<file path="src/erm_pkg.sv">
`default_nettype none
package erm_pkg;

  localparam int AngleBits  = 16;
  localparam int FracBits   = 14;
  localparam int TrigStages = 16;
  localparam int WorkBits   = FracBits + 8;
  localparam int CordicW    = WorkBits + 3;
  localparam int ValW       = FracBits + 2;
  localparam int ProdW      = 2 * ValW;
  localparam int SumW       = ValW + 1;
  localparam int OutW       = 16;

  localparam logic [31:0] CordicKQ30 = 32'd652032874;

  typedef logic signed [CordicW-1:0] cw_t;
  typedef logic signed [32:0]        zw_t;
  typedef logic signed [ValW-1:0]    val_t;
  typedef logic [1:0]                quad_t;

  typedef struct packed {
    logic [AngleBits-1:0] angle_x;
    logic [AngleBits-1:0] angle_y;
    logic [AngleBits-1:0] angle_z;
  } angles_t;

  typedef struct packed {
    logic signed [OutW-1:0] right_x;
    logic signed [OutW-1:0] right_y;
    logic signed [OutW-1:0] right_z;
    logic signed [OutW-1:0] up_x;
    logic signed [OutW-1:0] up_y;
    logic signed [OutW-1:0] up_z;
    logic signed [OutW-1:0] fwd_x;
    logic signed [OutW-1:0] fwd_y;
    logic signed [OutW-1:0] fwd_z;
  } matrix_t;

  function automatic logic [31:0] atan_turn(input int i);
    logic [31:0] t;
    unique case (i)
      0: t = 32'd536870912;  1: t = 32'd316933406;  2: t = 32'd167458907;
      3: t = 32'd85004756;   4: t = 32'd42667331;   5: t = 32'd21354465;
      6: t = 32'd10679838;   7: t = 32'd5340245;    8: t = 32'd2670163;
      9: t = 32'd1335087;    10: t = 32'd667544;    11: t = 32'd333772;
      12: t = 32'd166886;    13: t = 32'd83443;     14: t = 32'd41722;
      15: t = 32'd20861;     16: t = 32'd10430;     17: t = 32'd5215;
      18: t = 32'd2608;      19: t = 32'd1304;      20: t = 32'd652;
      21: t = 32'd326;       22: t = 32'd163;       23: t = 32'd81;
      default: t = 32'd0;
    endcase
    return t;
  endfunction

  function automatic cw_t cordic_x0();
    logic [32:0] r;
    r = {1'b0, CordicKQ30} + (33'd1 << (30 - WorkBits - 1));
    return cw_t'(r >> (30 - WorkBits));
  endfunction

  // round product by FracBits, arithmetic
  function automatic val_t mul_rnd(input val_t a, input val_t b);
    logic signed [ProdW-1:0] p;
    p = a * b;
    p = p + (ProdW'(1) <<< (FracBits - 1));
    return val_t'(p >>> FracBits);
  endfunction

  function automatic logic signed [OutW-1:0] pack(input logic signed [SumW-1:0] v);
    logic signed [SumW-1:0] one;
    one = SumW'(1) <<< FracBits;
    if (v > one)       return OutW'(one);
    else if (v < -one) return OutW'(-one);
    else               return OutW'(v);
  endfunction

endpackage
`default_nettype wire

</file>
<file path="src/erm_cordic.sv">
`default_nettype none
module erm_cordic import erm_pkg::*; (
  input  wire logic                 clk_i,
  input  wire logic                 en_i,
  input  wire logic [AngleBits-1:0] angle_i,
  output      val_t                 sin_o,
  output      val_t                 cos_o
);

  localparam int N = (TrigStages < 24) ? TrigStages : 24;

  cw_t   x_q [N+1];
  cw_t   y_q [N+1];
  zw_t   z_q [N+1];
  quad_t q_q [N+1];
  val_t  sin_q, cos_q;

  logic [31:0] a32;
  quad_t       q0;
  logic [31:0] d0;

  assign a32 = 32'(angle_i) << (32 - AngleBits);
  assign q0  = quad_t'((a32 + 32'h2000_0000) >> 30);
  assign d0  = a32 - ({30'd0, q0} << 30);

  always_ff @(posedge clk_i) begin
    if (en_i) begin
      x_q[0] <= cordic_x0();
      y_q[0] <= '0;
      z_q[0] <= zw_t'(signed'(d0));
      q_q[0] <= q0;
    end
  end

  for (genvar i = 0; i < N; i++) begin : g_stage
    always_ff @(posedge clk_i) begin
      if (en_i) begin
        q_q[i+1] <= q_q[i];
        if (!z_q[i][32]) begin
          x_q[i+1] <= x_q[i] - (y_q[i] >>> i);
          y_q[i+1] <= y_q[i] + (x_q[i] >>> i);
          z_q[i+1] <= z_q[i] - zw_t'({1'b0, atan_turn(i)});
        end else begin
          x_q[i+1] <= x_q[i] + (y_q[i] >>> i);
          y_q[i+1] <= y_q[i] - (x_q[i] >>> i);
          z_q[i+1] <= z_q[i] + zw_t'({1'b0, atan_turn(i)});
        end
      end
    end
  end

  function automatic val_t fin(input cw_t v);
    cw_t r;
    cw_t one;
    r   = (v + cw_t'(128)) >>> 8;
    one = cw_t'(1) <<< FracBits;
    if (r > one)       return val_t'(one);
    else if (r < -one) return val_t'(-one);
    else               return val_t'(r);
  endfunction

  val_t sv, cv;
  assign sv = fin(y_q[N]);
  assign cv = fin(x_q[N]);

  always_ff @(posedge clk_i) begin
    if (en_i) begin
      unique case (q_q[N])
        2'd0: begin sin_q <= sv;  cos_q <= cv;  end
        2'd1: begin sin_q <= cv;  cos_q <= -sv; end
        2'd2: begin sin_q <= -sv; cos_q <= -cv; end
        default: begin sin_q <= -cv; cos_q <= sv; end
      endcase
    end
  end

  assign sin_o = sin_q;
  assign cos_o = cos_q;

endmodule
`default_nettype wire

</file>
<file path="config.mk">
export PLATFORM = sky130hd
export DESIGN_NAME = erm_cordic
export DESIGN_NICKNAME = d
export VERILOG_FILES = /design/src/erm_pkg.sv /design/src/erm_cordic.sv
export SDC_FILE = /design/constraint.sdc
export NUM_CORES = 2
export LEC_CHECK = 0
export BUFFER_PORTS_ARGS = -buffer_cell sky130_fd_sc_hd__buf_4
export CORE_ASPECT_RATIO = 0.75
export CORE_UTILIZATION = 32
export CTS_CLUSTER_DIAMETER = 200
export DETAILED_ROUTE_END_ITERATION = 8
export GPL_TIMING_DRIVEN = 0
export MAX_ROUTING_LAYER = met4
export SLEW_MARGIN = 0
export SYNTH_ARGS = -nofsm -noshare
export SYNTH_HDL_FRONTEND = slang
export SYNTH_SLANG_ARGS = --single-unit
</file>
<file path="constraint.sdc">
create_clock -name clk_i -period 5.09 [get_ports clk_i]
set_input_delay 0.7635 -clock clk_i [delete_from_list [all_inputs] [get_ports clk_i]]
set_output_delay 0.7635 -clock clk_i [all_outputs]
set_load 0.02 [all_outputs]
</file>
# --- Word level (Yosys, flattened, before mapping) ---
# Memory sizes are Yosys's and may differ from the RTL's.
# Index checks and enable logic that the tools add are counted.
word_totals:
  register_bits: 32
  latch_bits: 0
  ramBits: 1445
  mem_bits_ro: 0
  output_inout_bits: 32
  elab_cells: 314
  mem_count: 4
classes:
  addsub: 101
  multipliers: 0
  n_div: 0
  order_cmp: 4
  n_eq_ne: 2
  n_shift: 0
  n_mux: 152
  n_bitwise: 48
  reduce_logical: 1
mem_list:
  columns: ["name", "words", "width", "rd", "rd_ports_with_merged_regs", "write_ports", "line", "text"]
  rows:
  - ["z_q", 17, 33, 16, 0, 17, "erm_cordic.sv:14", "zw_t z_q [N+1];"]
  - ["x_q", 17, 25, 17, 0, 17, "erm_cordic.sv:12", "cw_t x_q [N+1];"]
  - ["y_q", 17, 25, 17, 0, 17, "erm_cordic.sv:13", "cw_t y_q [N+1];"]
  - ["q_q", 17, 2, 17, 0, 17, "erm_cordic.sv:15", "quad_t q_q [N+1];"]
op_table:
  columns: ["operator", "n"]
  rows:
  - ["$mux W25", 32]
  - ["$mux W33", 16]
  - ["$mux W1", 98]
  - ["$pmux W16 S3", 2]
  - ["$mux W16", 4]
  - ["$add A25 B10 Y25", 2]
  - ["$add A25 B11 Y25", 2]
  - ["$add A25 B12 Y25", 2]
  - ["$add A25 B13 Y25", 2]
  - ["$add A25 B14 Y25", 2]
  - ["$add A25 B15 Y25", 2]
  - ["$add A25 B16 Y25", 2]
  - ["$add A25 B17 Y25", 2]
  - ["$add A25 B18 Y25", 2]
  - ["$add A25 B19 Y25", 2]
  - ["$add A25 B20 Y25", 2]
  - ["$add A25 B21 Y25", 2]
  - ["$add A25 B22 Y25", 2]
  - ["$add A25 B23 Y25", 2]
  - ["$add A25 B24 Y25", 2]
  - ["$add A25 B9 Y25 const B", 2]
  - ["$sub A25 B10 Y25", 2]
  - ["$sub A25 B11 Y25", 2]
  - ["$sub A25 B12 Y25", 2]
  - ["other kinds (55)", 118]

# --- Longest topological paths before layout ---
# An unclocked memory read counts as a cell.
depth:
  depth_word: 7
  mapped_depth: 23
  mapped_depth_nobuf: 21

# --- Least setup slack after synthesis ---
# No wires, ideal clock.
synth_path:
  kind: "input -> register"
  startpoint: "input en_i"
  endpoint: "memory x_q[6][22] in the netlist's numbering, data pin"
  t_arrival_ns: 5.062
  slack_ns: -0.230
  stages: 20
  n_path_buf: 4
  path_cell_list: "clkbuf_1 -> clkbuf_1 -> nand2_1 -> inv_1 -> clkbuf_1 -> buf_1 -> nor2_1 -> xor2_1 -> ha_1 -> a21o_1 -> a21oi_1 -> o21a_1 -> o31ai_1 -> a2111oi_0 -> nor2_1 -> a21o_1 -> o41a_1 -> a21o_1 -> a21oi_1 -> xnor2_1"
synth_rtl:
  columns: ["element", "line", "text"]
  rows:
  - ["start, declared", "erm_cordic.sv:4", "input wire logic en_i,"]
  - ["end, declared", "erm_cordic.sv:12", null]

==> impl_results.md <==
* Post-route antenna net violation count at 0
* Via-to-Cell Ratio at about 5.2
* Synth Warn # at 0
* Post-synth ARST share at 0%
* Setup repair after global routing missed its margin: yes
* Most used flip-flop cell after synthesis: sky130_fd_sc_hd__edfxtp_1
* Layout overhead on the synthesized area at 11.54%
* Slowest library cell on the worst path: sky130_fd_sc_hd__a221oi_1
* Filler instances at 30090
* Area of the mapped netlist at 0.09727 mm^2
* Final worst clock skew at between 0.07 and 0.08 ns
* Critical Path Max Stage Delay at ~0.70 ns
* Vias in the first global route at roughly 68000
* Starting density of the core at about a third
* Critical Path Fanout Max at 21
* Number of antenna violations at the first check in global routing at 8
* Endpoint class of the critical path: flip-flop
* CTS tree: yes
* Hold-fix buffer count after cts at 0
* Count of flip-flops with a built-in enable after synthesis at 1235
* Global placer's final weighted congestion at between 0.9 and 1
* Commonest cells post-synth: sky130_fd_sc_hd__edfxtp_1 (1235), sky130_fd_sc_hd__ha_1 (1119), sky130_fd_sc_hd__a21oi_1 (923), sky130_fd_sc_hd__xnor2_1 (911), sky130_fd_sc_hd__nor2_1 (799)
* Number of port buffers at 49
* Total wire length after detailed routing at 235600 um
* CP Data Required Time at 5.64 ns
* Min-Delay Path Depth at 1
* Path category of the worst min-delay check: input port to flip-flop
* Final number of setup-violating endpoints at 0
* Clock latency on the worst-skew pair at between 0.8 and 0.9 ns
* DRC viols at 0
* Type of the worst setup path: flip-flop to flip-flop
* Number of library cell types mapped by synthesis at roughly 100
* Status: finished, final reports clean
* Max Transition Viols Final at 0
* Total Die Area at just over 0.3 mm^2
* Hold Fails Final Rpt at 0
* Clock transition at the register clock pins on the worst setup and hold paths after CTS at around 0.06 ns
* First-pass GRT wire length at 376700 um
* Row count at ~170
* Launch instance of the worst min-delay path: angle_i[8]
* Area of the placeable core at 0.3011 mm^2
* Count of TritonRoute iterations in the first routing pass at 6
* Tcrit/Tclk final at between 90 and 100%
* Worst R2R Path Depth at 16
* Critical R2R Launch: z_q[6][32]
* Series of cell instances along the critical path: nand2_4 > clkinv_1 > buf_4 > nor2_1 > xor2_1 > ha_1 > a211oi_1 > o211ai_1 > a221oi_1 > o211a_1 > o31ai_1 > o21ai_0 > nand2b_1 > a21o_1 > a21oi_1 > xnor2_1
* Clock Sink Count at about 1200
* Mapped Avg Cell Area at approximately 9.9 um^2
* Final standard cell count with taps included and fillers excluded at 14180
* Horizontal die dimension at between 600 and 700 um
* GRT Total Usage at between 10% and 20%
* R2R setup slack at 0.11 ns
* Max-cap violations at 0
* Sort of element at the start of the critical path: flip-flop
* Root buffer selected by CTS: sky130_fd_sc_hd__clkbuf_16
* Total congestion overflow after global routing at 0
* Minimum clock period at about 5 ns
* Number of synthesized register bits at 1235
* Library cell occupying the most area in the post-synthesis netlist: sky130_fd_sc_hd__edfxtp_1
* Max-slew headroom at roughly 7.3%
* Vias post-DR at ~73000
* Maximum number of pins on one net before global-route repair at 69
* Most numerous cell in the Yosys netlist: sky130_fd_sc_hd__edfxtp_1
* Hold EP: z_q[0][24]
* Top area cells in the synthesized netlist: sky130_fd_sc_hd__edfxtp_1 (38%), sky130_fd_sc_hd__ha_1 (14%), sky130_fd_sc_hd__xnor2_1 (8.2%)
* Data arrival time of the worst path at ~5.5 ns
* Fraction of post-synthesis cell area in the top cell type by area at 38.13%
* Proportion of layout cells with a drive suffix above 1 at under 10%
* Number of cells after detailed placement at about 14000
* Total Nets Final at between 10000 and 15000
* Total number of H-tree levels at 4
* Total I/O pin count at 50
* Fmax achieved at roughly 200 MHz
* DP Wirelength at 186400 um
* Sequential cell area in the final layout at 0.03709 mm^2
* Number of clock buffers inserted by TritonCTS at approximately 150
* DRC violation total after the first TritonRoute iteration at just over 6000
* Sequential-to-total area share from yosys stat at 38.13%
* Vertical die dimension at approximately 480 um
* Worst-case clock buffer depth at 4
* Endpoint of the lowest-slack register-to-register path: x_q[7][22]
* Transition time at the pin with the least slew margin at 1.391 ns
* DR WL/cell at ~17 um
* Area taken by multi-input logic gates at slightly below 0.06 mm^2
* Number of instances in the synthesized netlist at roughly 9800
## per-layer routing
layer / wire, um / GRT usage (%) / vias to the layer above
met5: 0 / - / -
met3: 15370 / 2.441 / 213
met2: 88890 / 20.38 / 1752
met1: 128200 / 24.45 / 34260
li1: - / - / 37000
met4: 3173 / 2.507 / 0
## layout by cell type (no fill, tap or decap), types with 153 or more instances in the layout
cell and instances:
sky130_fd_sc_hd__nand2b_1 167, sky130_fd_sc_hd__edfxtp_1 1235, sky130_fd_sc_hd__ha_1 1118, sky130_fd_sc_hd__inv_1 381
sky130_fd_sc_hd__nor3_1 272, sky130_fd_sc_hd__xor2_1 475, sky130_fd_sc_hd__nor2_1 798, sky130_fd_sc_hd__a21o_1 380
sky130_fd_sc_hd__o21a_1 159, sky130_fd_sc_hd__nand3_1 197, sky130_fd_sc_hd__o21ai_0 516, sky130_fd_sc_hd__a21oi_1 921
sky130_fd_sc_hd__clkbuf_16 153, sky130_fd_sc_hd__xnor2_1 909, sky130_fd_sc_hd__nand2_1 512
## repair_timing
action	in CTS	in global routing
pin swaps	1	5
gates resized for setup	95	97
setup buffers	2	12
gates cloned	1	0
setup endpoints to repair	929	109
endpoints found under the hold margin	0	0
## worst max-delay path by stage
stage | from | endpoint | cells past startpoint
after floorplan | en_i | x_q[6][22] | 17
after global placement | en_i | z_q[4][32] | 18
after detailed placement | en_i | z_q[12][31] | 19
after CTS | z_q[6][32] | x_q[7][23] | 17
after global routing | y_q[6][6] | x_q[7][23] | 18
final | z_q[6][32] | x_q[7][22] | 16
## worst max-delay path, delay by kind of cell (launching register included)
| kind | cells | cell delay (ns) |
|---|---|---|
| DFF | 1 | 0.46 |
| xor gates and xnor gates | 2 | 0.41 |
| adders and majority gates | 1 | 0.36 |
| and+or+nand+nor | 3 | 0.50 |
| AOI/OAI and AO/OA | 8 | 2.30 |
| buffers and inverters | 2 | 0.68 |
## cell type report
type / count / area share [%]
multi-input cells: 8007 / 53.84
clock buffers: 172 / 3.595
well taps: 4048 / 4.668
inverters: 396 / 1.395
flip-flops and latches: 1235 / 34.18
plain buffers: 162 / 0.7969
diodes: 1 / 0.002307
clock inverters: 78 / 0.6862
repair buffers: 79 / 0.8373
## registers in the layout, summed over array words and instances, names as in the netlist
register	flops
cos_o	16
q_q	34
sin_o	16
x_q	363
y_q	369
z_q	437
## cell families after synthesis
group | count (synthesis) | share of synthesized area (%)
buffers and inverters | 567 | 2.228
flip-flops | 1235 | 38.13
other | 2 | 0.007721
multiplexers | 102 | 1.096
AO/OA/AOI/OAI | 2802 | 18.27
AND/OR/NAND/NOR | 2554 | 12.61
adder cells (fa/ha/maj) | 1157 | 15.18
XOR/XNOR | 1386 | 12.48
## per-stage QoR
step | TNS [ns] | area [um^2] | setup WS (ns) | hold slack, ns | utilization (%)
3_5_place_dp | -2220.14 | 103200 | -3.944 | 0.4045 | 34.26
3_3_place_gp | -5039.99 | 102700 | -3.907 | 0.4023 | 34.12
6_report | 0 | 108500 | 0.1115 | 0.09481 | 36.03
5_1_grt | -0.1234 | 108500 | -0.07386 | 0.04411 | 36.03
2_1_floorplan | 0 | 97280 | 0.005661 | 0.4003 | -
4_1_cts | 0 | 108100 | 0.0005937 | 0.03700 | 35.90
Power is left out: the tool's default activity adds up to more than one toggle a clock period on the data nets, which glitch-free logic cannot reach.
